<file path="config.mk">
export PLATFORM = sky130hd
export DESIGN_NAME = svbc_ctrl
export DESIGN_NICKNAME = d
export VERILOG_FILES = /design/src/design/svbc_pkg.sv /design/src/design/svbc_ctrl.sv
export VERILOG_INCLUDE_DIRS = /design/src /design/src/design
export SDC_FILE = /design/constraint.sdc
export NUM_CORES = 1
export LEC_CHECK = 0
export ABC_CLOCK_PERIOD_IN_PS = 2600
export BUFFER_PORTS_ARGS = -buffer_cell sky130_fd_sc_hd__buf_4
export CORE_AREA = 5 5 42 44
export DETAILED_ROUTE_END_ITERATION = 6
export DIE_AREA = 0 0 47 49
export GPL_TIMING_DRIVEN = 0
export SYNTH_ARGS = -nofsm -noshare
export SYNTH_HDL_FRONTEND = slang
export SYNTH_SLANG_ARGS = --single-unit
</file>
<file path="constraint.sdc">
create_clock -name aclk -period 2.6 [get_ports aclk]
set_clock_uncertainty 0.05 [all_clocks]
set_input_delay 0.52 -clock aclk [delete_from_list [all_inputs] [get_ports aclk]]
set_output_delay 0.52 -clock aclk [all_outputs]
set_load 0.01 [all_outputs]
</file>
<file path="src/design/assert_macros.svh">
// ---------------------------------------------------------------------------
// Assertion macros
// Shared concurrent-assertion wrappers for the strided view bounds checker.
// ---------------------------------------------------------------------------
`ifndef ASSERT_MACROS_SVH
`define ASSERT_MACROS_SVH

// Same-cycle implication: cons must hold whenever ante holds.
`define ASSERT_IMPLIES(label, clk, rstn, ante, cons) \
    label: assert property (@(posedge clk) disable iff (!(rstn)) (ante) |-> (cons)) \
        else $error("same-cycle implication failed");

// Next-cycle implication: cons must hold in the cycle after ante.
`define ASSERT_NEXT(label, clk, rstn, ante, cons) \
    label: assert property (@(posedge clk) disable iff (!(rstn)) (ante) |=> (cons)) \
        else $error("next-cycle implication failed");

`endif

</file>
<file path="src/design/svbc_pkg.sv">
// ---------------------------------------------------------------------------
// svbc_pkg
// Types, codes and helpers shared by the strided view bounds checker.
// ---------------------------------------------------------------------------
package svbc_pkg;

    // Default rank limit; views with more dimensions report a rank error.
    localparam int MAX_RANK_DEF = 32;
    localparam logic [6:0] DIMS_SAT = 7'd127;

    // Configuration register indexes
    localparam logic [2:0] CFG_ELEM_SIZE_LOG2   = 3'd0;
    localparam logic [2:0] CFG_VIEW_OFFSET      = 3'd1;
    localparam logic [2:0] CFG_HAS_STORAGE      = 3'd2;
    localparam logic [2:0] CFG_STORAGE_HAS_DATA = 3'd3;
    localparam logic [2:0] CFG_STORAGE_BYTES    = 3'd4;

    // Result status codes, lowest number wins; stride and overflow go by the earliest faulty dimension
    localparam logic [2:0] STATUS_OK        = 3'd0;
    localparam logic [2:0] STATUS_RANK      = 3'd1;
    localparam logic [2:0] STATUS_SHAPE     = 3'd2;
    localparam logic [2:0] STATUS_UNALIGNED = 3'd3;
    localparam logic [2:0] STATUS_STRIDE    = 3'd4;
    localparam logic [2:0] STATUS_OVERFLOW  = 3'd5;
    localparam logic [2:0] STATUS_EXCEEDS   = 3'd6;

    typedef struct packed {
        logic signed [63:0] dim_extent;
        logic signed [63:0] dim_stride;
        logic               carries_dim;
        logic               last;
    } svbc_in_t;

    typedef struct packed {
        logic [2:0]  status;
        logic [63:0] end_offset;
        logic [62:0] element_count;
    } svbc_out_t;

    // Controller to datapath
    typedef struct packed {
        logic       capture;
        logic       mul_step;
        logic [1:0] step_idx;
        logic       update;
        logic       load_out;
    } svbc_cmd_t;

    // Datapath to controller
    typedef struct packed {
        logic item_last;
    } svbc_sts_t;

    // Low-bit mask of an element-size alignment check
    function automatic logic [2:0] align_mask(input logic [1:0] esl);
        logic [2:0] m;
        unique case (esl)
            2'd0: m = 3'b000;
            2'd1: m = 3'b001;
            2'd2: m = 3'b011;
            2'd3: m = 3'b111;
            default: m = 3'b000;
        endcase
        return m;
    endfunction

    // Element size in bytes
    function automatic logic [3:0] elem_bytes(input logic [1:0] esl);
        return 4'b0001 << esl;
    endfunction

endpackage

</file>
<file path="src/design/svbc_ctrl.sv">
// ---------------------------------------------------------------------------
// svbc_ctrl
// Sequencer for the bounds checker: item intake, multiply steps, result load.
// ---------------------------------------------------------------------------
`include "assert_macros.svh"

module svbc_ctrl
    import svbc_pkg::*;
(
    input  logic      aclk,
    input  logic      aresetn,
    input  logic      s_valid,
    output logic      s_ready,
    input  logic      in_carries,
    input  logic      in_last,
    output logic      m_valid,
    input  logic      m_ready,
    output svbc_cmd_t cmd,
    input  svbc_sts_t sts
);

    localparam logic [1:0] ST_IDLE = 2'd0;
    localparam logic [1:0] ST_MUL  = 2'd1;
    localparam logic [1:0] ST_UPD  = 2'd2;
    localparam logic [1:0] ST_FIN  = 2'd3;

    logic [1:0] state_reg, state_next;
    logic [1:0] step_reg, step_next;
    logic       out_valid_reg, out_valid_next;

    always_comb begin
        state_next   = state_reg;
        step_next    = step_reg;
        cmd          = '0;
        cmd.step_idx = step_reg;
        s_ready      = 1'b0;
        unique case (state_reg)
            ST_IDLE: begin
                s_ready = 1'b1;
                if (s_valid) begin
                    cmd.capture = 1'b1;
                    step_next   = 2'd0;
                    if (in_carries) begin
                        state_next = ST_MUL;
                    end else if (in_last) begin
                        state_next = ST_FIN;
                    end
                end
            end
            ST_MUL: begin
                cmd.mul_step = 1'b1;
                step_next    = step_reg + 2'd1;
                if (step_reg == 2'd3) begin
                    state_next = ST_UPD;
                end
            end
            ST_UPD: begin
                cmd.update = 1'b1;
                state_next = sts.item_last ? ST_FIN : ST_IDLE;
            end
            ST_FIN: begin
                // hold until the output slot is free
                if (!out_valid_reg || m_ready) begin
                    cmd.load_out = 1'b1;
                    state_next   = ST_IDLE;
                end
            end
            default: state_next = ST_IDLE;
        endcase
    end

    always_comb begin
        if (cmd.load_out) begin
            out_valid_next = 1'b1;
        end else if (m_ready) begin
            out_valid_next = 1'b0;
        end else begin
            out_valid_next = out_valid_reg;
        end
    end

    always_ff @(posedge aclk) begin
        if (!aresetn) begin
            state_reg     <= ST_IDLE;
            step_reg      <= 2'd0;
            out_valid_reg <= 1'b0;
        end else begin
            state_reg     <= state_next;
            step_reg      <= step_next;
            out_valid_reg <= out_valid_next;
        end
    end

    assign m_valid = out_valid_reg;

    `ASSERT_NEXT(a_mul_to_upd, aclk, aresetn, state_reg == ST_MUL && step_reg == 2'd3, state_reg == ST_UPD)
    `ASSERT_NEXT(a_dim_item_to_mul, aclk, aresetn, s_valid && s_ready && in_carries, state_reg == ST_MUL && step_reg == 2'd0)
    `ASSERT_IMPLIES(a_load_slot_free, aclk, aresetn, cmd.load_out, !out_valid_reg || m_ready)
    `ASSERT_IMPLIES(a_out_drop_on_transfer, aclk, aresetn, $fell(out_valid_reg), $past(m_ready))

endmodule

</file>
==> results of run 1 <==
[final cells by class]
| type | instances | area [sq um] |
|---|---|---|
| clock buffers | 4 | 26.3 |
| inverters | 3 | 11.3 |
| plain buffers | 2 | 18.8 |
| flip-flops and latches | 5 | 100 |
| multi-input cells | 25 | 175 |
| well taps | 16 | 20.0 |
| repair buffers | 14 | 105 |
| fillers | 172 | 945 |
[where the power goes]
group | leakage [uW] | switching, uW | internal [uW] | total, uW
combinational | 0.000149 | 35.9 | 45.2 | 81.1
sequential | 0.0000410 | 7.47 | 84.6 | 92.1
clock | 0.0000150 | 30.2 | 57.9 | 88.1
total | 0.000205 | 73.6 | 188 | 261
[tightest hold or removal path, cell delays in order (launching register included)]
cell and delay [ns]:
dfxtp_1 0.32, o21ai_0 0.08, a21boi_1 0.06
[layer usage]
metal	wire [um]	vias up	part of all wire [%]	GRT usage, %
met5	0	-	0	0
met4	0	0	0	4.15
met3	30	0	4.6	2.58
met2	340	6	53	9.95
met1	275	131	43	7.49
li1	-	155	-	-
[cells by family after synthesis]
group	after synthesis	synth area share (%)
adders and majority gates	1	4.10
DFF	5	32.8
and+or+nand+nor	14	27.0
AOI/OAI and AO/OA	9	23.0
buffers and inverters	5	9.84
muxes	1	3.28
[synth_stat cells]
cell      n
dfxtp_1   5
o21ai_0   3
nor2_2    2
buf_4     1
mux2i_1   1
o211ai_1  1
ha_1      1
nand2b_1  1
a21boi_2  1
nor2b_1   1
a32o_1    1
o221a_2   1
a21boi_0  1
nand2_1   4
a21boi_1  1
inv_1     3
buf_6     1
and2_1    1
nor2_1    2
nor2b_4   1
nor3b_1   2
[worst paths after layout]
path	start	endpoint	slack, ns	cells after the start
hold reg to reg	step_reg[1]$_SDFFE_PN0P_	step_reg[1]$_SDFFE_PN0P_	0.46	2
setup reg to reg	step_reg[0]$_SDFFE_PN0P_	state_reg[1]$_SDFFE_PN0P_	1.52	4
setup / recovery	m_ready	cmd[0]	0.84	5
hold / removal	step_reg[1]$_SDFFE_PN0P_	step_reg[1]$_SDFFE_PN0P_	0.46	2
[per-stage QoR]
stage	instance area [sq um]	hold WS, ns	total power (uW)	cells
floorplan	305	0.463	141	35
global placement	430	0.446	176	65
detailed placement	430	0.453	176	65
CTS	457	0.461	269	69
global route	457	0.485	279	69
finish	457	0.456	261	69
==> results list, run 1 <==
- The flow ran to the end, and the final reports show no timing, DRC or antenna violations.
- Once detail routing completed, the nets flagged for antenna violations numbered 0.
- STA puts the critical path data required time at a little over 2 ns.
* Drt drc: 0
* Remaining Overflow, GRT: 0
* Transition time at the pin with the least slew margin: around 0.22 ns
- Post-placement setup slack: around 0.83 ns
- A synthesized cell averages between 8 and 9 sq um.
- Most Frequent Cell on Critical Path: buf_4
* Most area-consuming cells after synthesis: dfxtp_1, o21ai_0, nand2_1
* Fin util: around 33%
* Floorplan core area: approximately 1400 sq um
* CTS root buffer: clkbuf_4
- Total global-route track usage: approximately 6.6%
- Count of synthesis-stage warnings from yosys: 0
- Maximum number of pins on one net before global-route repair: 11
- Walking the worst path, the cells encountered are buf_4 > nand2b_1 > nor2b_1 > buf_4 > buf_4.
- After clock tree synthesis, the setup repair step added 0 buffers.
- Setup slack on the critical path of the routed design comes to about 0.84 ns.
- IR Drop Worst-Case VDD: between 0.2 and 0.25 mV
- The library cell used most frequently in the layout, excluding fill and tap cells, is buf_4.
- The critical path contains buffers and inverters numbering 3 combined.
* Number of antenna violations at the first check in global routing: 0
* Largest delay contributor family on the critical path: buffers and inverters
* DIE AREA: 2300 sq um
- The wire-length estimate of the detail-placed layout is 544 um.
- In this run the power density over the cells is approximately 570 nW/um^2.
- Syn_nets: 43
- Clock-pin slew was measured on the worst setup and hold paths at 0.04 ns.
- Gate count after technology mapping: 35
- The library cells used most frequently in the layout, excluding fill and tap cells, are buf_4, dfxtp_1, nand2_1.
- TritonCTS built the clock tree.
* Hold Vio Cnt, Final: 0
- Cts repair resizes: 0
- Flops & latches, synth: 5
* Type of the setup path with the least slack: in2out
- Worst setup SP type: primary input
* Number of DRC markers in iteration 0: 1
* Nets: 62
* Max Root-Sink Buffers: 2
- Leakage power: 0.000205 uW
- The max-slew violation total from the final report was 0.
* Core Rows: 14
- Sequential cells were found to cover around a third of the synthesized design area.
- Wires add up to 646 um.
- Clock tree sinks: 5
- Clock insertion delay at the later pin of the skew report: roughly 0.24 ns
- Number of port buffers: 14
- STA puts the critical path data arrival time at about 1.2 ns.
* Htree depth: 1
* Crit. End Element: output port
- Maximum fanout along the worst path: 4
- The worst pin sits at a relative slew slack of 85.4%.
* First-pass GRT wire length: roughly 1100 um
- Setup repair after global routing left no endpoint under its margin.
* Number of buffers created by CTS: 3
- Number of iterations in the first detailed-routing pass: 2
- The floorplan step set the die height to between 40 and 50 um.
* Slowest cell on the critical path: nand2b_1
- Compared with the post-synthesis result, the final layout area differs by 49.6%.
* Post-detailed-route wirelength per cell: roughly 9.4 um
- The number of global-route vias before repair is 291.
* Cell accounting for the most synthesized area: dfxtp_1
- Final total negative setup slack: 0 ns
- Antenna diodes: 0
* Initial core utilization: between 20% and 30%
* Number of violations of the max-capacitance limit: 0
- Setup violations remaining at the end of the flow were counted as 0.
- Pin placement for this block handled 15 I/O pins.
- Number of buffers inserted for hold repair after clock tree synthesis: 0
* Chip Width: 47 um
* Largest stage delay on the critical path: ~0.17 ns
* Post-detailed-route via-to-cell ratio: 4.23
* Post-synth design cell area: 305 sq um
- Layout cell share with drive strength beyond 1: between 40% and 50%
- Derived from the worst setup path, the maximum achievable clock frequency is about 570 MHz.
- Tcrit/Tclk final: approximately 68%
- The detailed router placed slightly below 300 vias in this run.
* RD Place Congestion: about 0.71
- Min Clock Period, post-route: around 1.8 ns
* Count of cell types in the netlist: 21
- Of the post-synthesis cell area, the dominant cell type holds between 30% and 40%.
- Worst min-delay path class: reg2reg
No activity file was read; power rests on OpenSTA's default activity.
==> run 2, diff against run 1 <==
--- a/config.mk
+++ b/config.mk
@@ -6,7 +6,8 @@
 export SDC_FILE = /design/constraint.sdc
 export NUM_CORES = 1
 export LEC_CHECK = 0
-export ABC_CLOCK_PERIOD_IN_PS = 2600
+export ABC_AREA = 1
+export ABC_CLOCK_PERIOD_IN_PS = 1800
 export BUFFER_PORTS_ARGS = -buffer_cell sky130_fd_sc_hd__buf_4
 export CORE_AREA = 5 5 42 44
 export DETAILED_ROUTE_END_ITERATION = 6
==> constraint.sdc (replaced) <==
create_clock -name aclk -period 1.8 [get_ports aclk]
set_clock_uncertainty 0.05 [all_clocks]
set_input_delay 0.36 -clock aclk [delete_from_list [all_inputs] [get_ports aclk]]
set_output_delay 0.36 -clock aclk [all_outputs]
set_load 0.01 [all_outputs]
==> run 2 against run 1 <==
  * Critical endpoint unchanged
  * Global-route usage grew 0.98 points
  * Area after synthesis shrank 11%
  * Synthesized cell count grew 20%
  * Combinational power grew 43%
  * Clock-buffer cell count is the same
  * First-iteration DRC count grew to 14 times the previous value
  * Total power grew 46%
  * Largest cell class unchanged
  * Sequential power grew 49%
==> results list, run 2 <==
- Run status: completed
* Clock tree sinks: 5 (unchanged)
* Share of async-settable or async-resettable flops after synthesis: 0% (unchanged)
- The overall power of the completed layout is 381 uW (+46%).
- The insertion delay of the later-clocked pin in the worst-skew pair is 0.24 ns (about the same).
* Most area-consuming cells after synthesis: dfxtp_1, nor2_1, nand2_1
- The number of buffers inserted by port buffering came to 14 (unchanged).
* Syn_nets: 50 (+16%)
* Post-detailed-placement cell area: 398 sq um (-7.6%)
* Clock Power Share: 33.7% (about the same)
- Floorplan core area: 1400 sq um (unchanged)
- Worst setup SP type: flip-flop
* Most frequently used cell type in the post-synthesis netlist: nor2_1
* Final Instance Area: 424 sq um (-7.1%)
- Chip Width: 47 um (unchanged)
- Placed wire-length estimate: 555 um (+2.1%)
* Worst-path cell chain: nand2_1 > a21oi_1 > buf_4 > buf_4
- Drt drc: 0 (unchanged)
* Part of the Yosys area used for sequential elements: 36.7% (+3.9 points)
- The number of buffer and inverter instances along the worst setup path is 2 (-1).
- The die outline area came to 2300 sq um (unchanged).
- The routed metal-1 wire length came to 291 um (+5.8%).
- Combinational power share: 30.5% (-0.5 points)
* Total via count after detailed routing: 310 (+6.2%)
- Design internal power: 264 uW (+41%)
- The min-delay analysis places its worst path in the category in2reg.
- The total power density per cell area is 899 nW/um^2 (+57%).
* Post-CTS setup buffer count: 0 (unchanged)
- The critical path data required time came to 1.39 ns (-0.64 ns).
- Post-synth design cell area: 273 sq um (-11%)
- The number of global-route vias before repair was 309 (+6.2%).
* Detailed route wirelength on metal2: 289 um (-15%)
* Min Clock Period, post-route: about 1.5 ns
- The post-detailed-route wirelength per cell is 8.70 um (-7.1%).
- The post-cts hold buffer count came to 0 (unchanged).
- The sequential power share came to 35.8% (+0.6 points).
- Clk pin slew, worst setup/hold paths: 0.04 ns (about the same)
- Maximum fanout along the worst path: 7 (+3)
* Tcrit/Tclk final: between 80% and 90%
- The core utilization of the finished layout was 30.3% (-2.3 points).
- Crit. End Element: output port
* First-pass GRT wire length: 1210 um (+8.1%)
- Total wire length after detailed routing: 661 um (+2.3%)
- Max Root-Sink Buffers: 2 (unchanged)
- Gate count after technology mapping: 42 (+20%)
* Arrival time of the worst setup path: 1.12 ns (-0.07 ns)
- The cell sitting at the root of the clock tree is a clkbuf_4.
- Setup-violating endpoint count in the final report: 0 (unchanged)
- The number of synthesized register bits is 5 (unchanged).
* Post-synth top flop: dfxtp_1
* Switching component of the power: 117 uW (+59%)
* Initial core utilization: 19.5% (-2.3 points)
- Clock tree from TritonCTS: done
* Hold Vio Cnt, Final: 0 (unchanged)
- Number of nets still failing antenna checks after routing: 0 (unchanged)
* Final total negative setup slack: 0 ns (unchanged)
- Type of the setup path with the least slack: reg2out
- IR Drop Worst-Case VDD: 0.486 mV (+130%)
- Highest metal used: met4
- Syn-to-layout area delta: 55.5%
- Remaining Overflow, GRT: 0 (unchanged)
* Slowest cell on the critical path: dfxtp_1
- Cts repair resizes: 0 (unchanged)
- The final net count was 69 (+11%).
* Antenna diodes: 0 (unchanged)
* Maximum number of pins on one net before global-route repair: 8 (-3)
* Commonest cells after routing, fill and taps aside: buf_4, nor2_1, nand2_1
- RSZ-0062 raised after global routing: false
- Leakage power: 0.000219 uW (+6.8%)
* Post-detailed-route via-to-cell ratio: 4.08 (-3.6%)
* Number of antenna violations at the first check in global routing: 0 (unchanged)
- Share of the synthesized area in the top cell type: 36.7% (+3.9 points)
* Transition time at the pin with the least slew margin: 0.318 ns (+0.101 ns)
- Num ports: 15 (unchanged)
- The final weighted congestion in routability-driven placement is 0.657 (-7.0%).
- Height of the chip: 49 um (unchanged)
* Htree depth: 1 (unchanged)
- Static timing analysis puts the maximum clock frequency at 653 MHz.
* Number of violations of the max-capacitance limit: 0 (unchanged)
- Largest stage delay on the critical path: 0.41 ns (+0.24 ns)
- Most common cell after layout, fill and taps aside: buf_4
* Mean post-synth cell area: 6.49 sq um (-26%)
- The routed length on met3 was 67 um (+120%).
* Most Frequent Cell on Critical Path: buf_4
- Number of enable flip-flop cells after synthesis: 0 (unchanged)
- The ratio of cells with drive above 1 in the final layout was 35.0% (-10 points).
- Cell accounting for the most synthesized area: dfxtp_1
- The row count was 14 (unchanged).
- The total routing resource utilization after global routing is 7.61% (+0.98 points).
- The share of total power consumed by net switching was 30.8% (+2.6 points).
- The worst max-slew margin expressed relative to the limit came to 78.6% (-6.8 points).
- The initial DRC count came to 14 (+13).
* Count of synthesis-stage warnings from yosys: 0 (unchanged)
- The number of buffers added by the clock tree synthesis step was 3 (unchanged).
- The number of distinct standard cells referenced by the synthesized netlist was 14 (-33%).
- The max-slew violation total from the final report was 0 (unchanged).
* Number of iterations in the first detailed-routing pass: 4 (+2)
* Largest delay contributor family on the critical path: flip-flops
- By count the netlist is led by nor2_1, nand2_1, dfxtp_1, inv_1, a21oi_1.
## run 2: changes by cell type in the layout (fill, tap and decap cells not counted), sizes merged, moves of 2 or more
cell    delta
a21boi     -3
inv        +4
nor2       +5
nor2b      -2
nand2      +4
nor3b      -2
a21oi      +5
## run 2: path summary, 6_finish.rpt
| path | from | end | slack (ns) | cells past startpoint |
|---|---|---|---|---|
| setup / recovery | state_reg[0]$_SDFFE_PN0P_ | cmd[0] | 0.27 | 4 |
| hold / removal | aresetn | state_reg[0]$_SDFFE_PN0P_ | 0.32 | 3 |
| setup reg to reg | state_reg[0]$_SDFFE_PN0P_ | state_reg[1]$_SDFFE_PN0P_ | 0.70 | 5 |
| hold reg to reg | step_reg[1]$_SDFFE_PN0P_ | step_reg[1]$_SDFFE_PN0P_ | 0.44 | 2 |
## run 2: routing by layer
metal | vias up | track usage [%]
li1 | 169 | -
met2 | 10 | 10.2
met4 | 0 | 4.15
met3 | 2 | 5.90
met5 | - | 0
met1 | 129 | 8.35
## run 2: metrics by stage
stage	hold slack, ns	cells	setup WS [ns]
final	0.319	76	0.269
after global routing	0.321	76	0.0917
after CTS	0.314	76	0.249
after detailed placement	0.437	72	0.509
after global placement	0.423	72	0.513
after floorplan	0.435	42	0.668
## run 2: cell families (layout without fill, tap and decap cells)
family	Yosys count	after routing	share of synthesized area (%)
buf+inv	8	26	12.4
compound gates	9	9	19.3
simple gates	19	19	27.1
flops	5	5	36.7
fa+ha+maj	1	1	4.59
## run 2: power by group through the flow
stage	combinational (uW)	sequential, uW	clock, uW
after floorplan	64.6	138	0
after global placement	117	139	0
after detailed placement	118	139	0
after CTS	118	137	135
after global routing	132	141	151
final	116	137	129
## run 2: final cells by class
type | instances | area [sq um]
buffer | 1 | 7.51
clock buffer | 4 | 26.3
fill | 166 | 977
inverter | 7 | 26.3
multi-input combinational | 29 | 139
sequential | 5 | 100
tap | 16 | 20.0
timing repair buffer | 14 | 105
## run 2: worst min-delay path: cells and delay by family
kind	cells	cell delay [ns]
buffers and inverters	1	0.11
and+or+nand+nor	1	0.06
AOI/OAI and AO/OA	1	0.03
==> run 3, diff against run 2 <==
==> constraint.sdc (replaced) <==
create_clock -name aclk -period 1.8 [get_ports aclk]
set_clock_uncertainty 0.05 [all_clocks]
set_input_delay 0.54 -clock aclk [delete_from_list [all_inputs] [get_ports aclk]]
set_output_delay 0.54 -clock aclk [all_outputs]
set_load 0.01 [all_outputs]
==> run 3 against run 2 <==
  * First-iteration DRC count grew 14%
  * Sequential share of layout area is 0.45 points higher
  * Sequential power about the same
  * Largest power group unchanged
  * Highest routed layer unchanged
==> results list, run 3 (synthesized netlist as in run 2, its figures left out) <==
- The flow ran to the end, and the final reports show no timing, DRC or antenna violations.
* Number of DRC markers in iteration 0: 16 (+2)
- Cell depth of the worst hold path: 2 (-1)
- First-pass GRT wire length: 1210 um (unchanged)
* Number of buffers inserted for hold repair after clock tree synthesis: 0 (unchanged)
* Htree depth: 1 (unchanged)
- The pin count of the biggest net entering global routing was 8 (unchanged).
- The worst hold margin was 0.437 ns (+0.118 ns).
- Clock tree from TritonCTS: done
- The die outline area is 2300 sq um (unchanged).
* Total global-route track usage: 7.61% (unchanged)
* Layout fillers: 167 (+0.60%)
- The number of hold violations in the final report is 0 (unchanged).
* Post-detailed-route via-to-cell ratio: 4.17 (+2.3%)
- The global-route met1 utilization was 8.35% (unchanged).
- In the layout the commonest cells are buf_4, nor2_1, nand2_1.
- Post-detailed-placement cell area: 398 sq um (unchanged)
- Number of global-route vias before repair: 309 (unchanged)
- STA classifies the critical path endpoint as an output port.
- The area of the core is 1400 sq um (unchanged).
- In this run the most critical hold path is launched from step_reg[1]$_SDFFE_PN0P_.
* RSZ-0062 raised after global routing: false
* Final worst-path setup slack: 0.164 ns (-0.105 ns)
- The number of failing setup endpoints in the final timing report came to 0 (unchanged).
- The arrival time at the worst endpoint was 1.05 ns (-0.07 ns).
- Chip Width: 47 um (unchanged)
- Total via count after detailed routing: 317 (+2.3%)
- The min-delay analysis places its worst path in the category reg2reg.
- Capture point of the worst reg-to-reg path: step_reg[0]$_SDFFE_PN0P_
* Area of the multi-input gates: 139 sq um (unchanged)
* Seq. cell area: 103 sq um (+2.5%)
* Number of violations of the max-capacitance limit: 0 (unchanged)
- Max Root-Sink Buffers: 2 (unchanged)
* Source of the worst register-to-register timing path: state_reg[0]$_SDFFE_PN0P_
- The minimum setup slack after placement came to 0.189 ns (-0.320 ns).
- The critical path is of the reg2out type.
- The placed wire-length estimate after detailed placement came to 555 um (unchanged).
- The row count came to 14 (unchanged).
- Most common cell after layout, fill and taps aside: buf_4
* Total wire length after detailed routing: 681 um (+3.0%)
- The remaining routing DRC violations is 0 (unchanged).
- For hold timing, the worst endpoint is step_reg[1]$_SDFFE_PN0P_.
* Clock tree sinks: 5 (unchanged)
* Clock insertion delay at the later pin of the skew report: 0.24 ns (about the same)
- Busiest layer in global routing: met2
- Number of port buffers: 14 (unchanged)
- Layout cell share with drive strength beyond 1: 38.3% (+3.3 points)
- Number of antenna violations at the first check in global routing: 0 (unchanged)
- The top achievable clock speed is 611 MHz (-6.4%).
* CTS root buffer: clkbuf_4
- The post-layout minimum cycle time was 1.64 ns (+0.105 ns).
- Final total negative setup slack: 0 ns (unchanged)
* Tcrit/Tclk final: 90.9% (+5.8 points)
- Pins Over Slew Limit: 0 (unchanged)
* Power density cells: 903 nW/um^2 (+0.37%)
* Syn-to-layout area delta: 56.4%
- The worst setup path is launched from a flip-flop.
* Post-CTS setup buffer count: 0 (unchanged)
* Number of buffers created by CTS: 3 (unchanged)
- Maximum fanout along the worst path: 7 (unchanged)
- Initial core utilization: 19.5% (unchanged)
- The total leakage power came to 0.000220 uW (+0.29%).
- The register-to-register path setup slack was 0.76 ns (+0.06 ns).
* Nets: 69 (unchanged)
- The clock-pin transition on the worst setup and hold timing paths came to 0.04 ns (about the same).
* Slew margin rel.: 78.9% (+0.28 points)
* Count of cells along the worst register-to-register path: 4 (-1)
- The worst ir drop on vdd was 0.488 mV (+0.40%).
- The critical path data required time is 1.21 ns (-0.18 ns).
* Num ports: 15 (unchanged)
* Met2 track utilization from global routing: 10.2% (unchanged)
* Number of iterations in the first detailed-routing pass: 4 (unchanged)
* Antenna diodes: 0 (unchanged)
- Number of nets still failing antenna checks after routing: 0 (unchanged)
- Final Instance Area: 427 sq um (+0.59%)
* Remaining Overflow, GRT: 0 (unchanged)
- The vertical die dimension came to 49 um (unchanged).
- Final Power: 385 uW (+0.97%)
- Post-detailed-route wirelength per cell: 8.96 um (+3.0%)
* Transition time at the pin with the least slew margin: 0.314 ns (-0.00411 ns)
- The final weighted congestion in routability-driven placement was 0.657 (unchanged).
- M3 GR Usage: 5.90% (unchanged)
[run 3: cell types whose count changed in the layout (fill, tap and decap cells not counted)]
cell	change
dfxtp_1	-2
dfxtp_2	+2
[run 3: layer usage]
metal,part of all wire [%],vias up
met3,11,2
met2,44,14
met1,43,132
met5,0,-
li1,-,169
met4,1.9,0
[run 3: timing repair]
action,CTS,global route
endpoints found under the hold margin,0,0
setup endpoints to repair,0,1
gates resized for setup,0,2
[run 3: per-stage QoR]
step                cells  util (%)
finish                 76      30.4
global route           76      30.4
CTS                    76      30.3
detailed placement     72      28.4
global placement       72      28.4
floorplan              42         -
[run 3: critical path: stages (launching register included)]
cell and delay [ns]:
dfxtp_2 0.37, nand2_1 0.10, a21oi_1 0.12, buf_4 0.11, buf_4 0.10
[run 3: final cells by class]
class,instances,area share (%)
multi-input cells,29,32.6
repair buffers,14,24.6
clock buffers,4,6.16
flip-flops and latches,5,24.0
well taps,16,4.69
plain buffers,1,1.76
inverters,7,6.16
[run 3: how the worst max path moves through the flow]
| stage | startpoint | end | slack, ns |
|---|---|---|---|
| global route | state_reg[0]$_SDFFE_PN0P_ | cmd[0] | 0.01 |
| CTS | state_reg[0]$_SDFFE_PN0P_ | cmd[0] | 0.07 |
| finish | state_reg[0]$_SDFFE_PN0P_ | cmd[0] | 0.16 |
| floorplan | s_valid | cmd[5] | 0.33 |
| global placement | s_valid | cmd[5] | 0.19 |
| detailed placement | s_valid | cmd[5] | 0.19 |
[run 3: where the power goes]
group | internal (uW) | leakage (uW) | total (uW) | switching (uW)
logic | 57.4 | 0.000163 | 116 | 59.0
registers | 125 | 0.0000416 | 138 | 13.6
clock network | 83.9 | 0.0000150 | 131 | 46.7
total | 266 | 0.000220 | 385 | 119
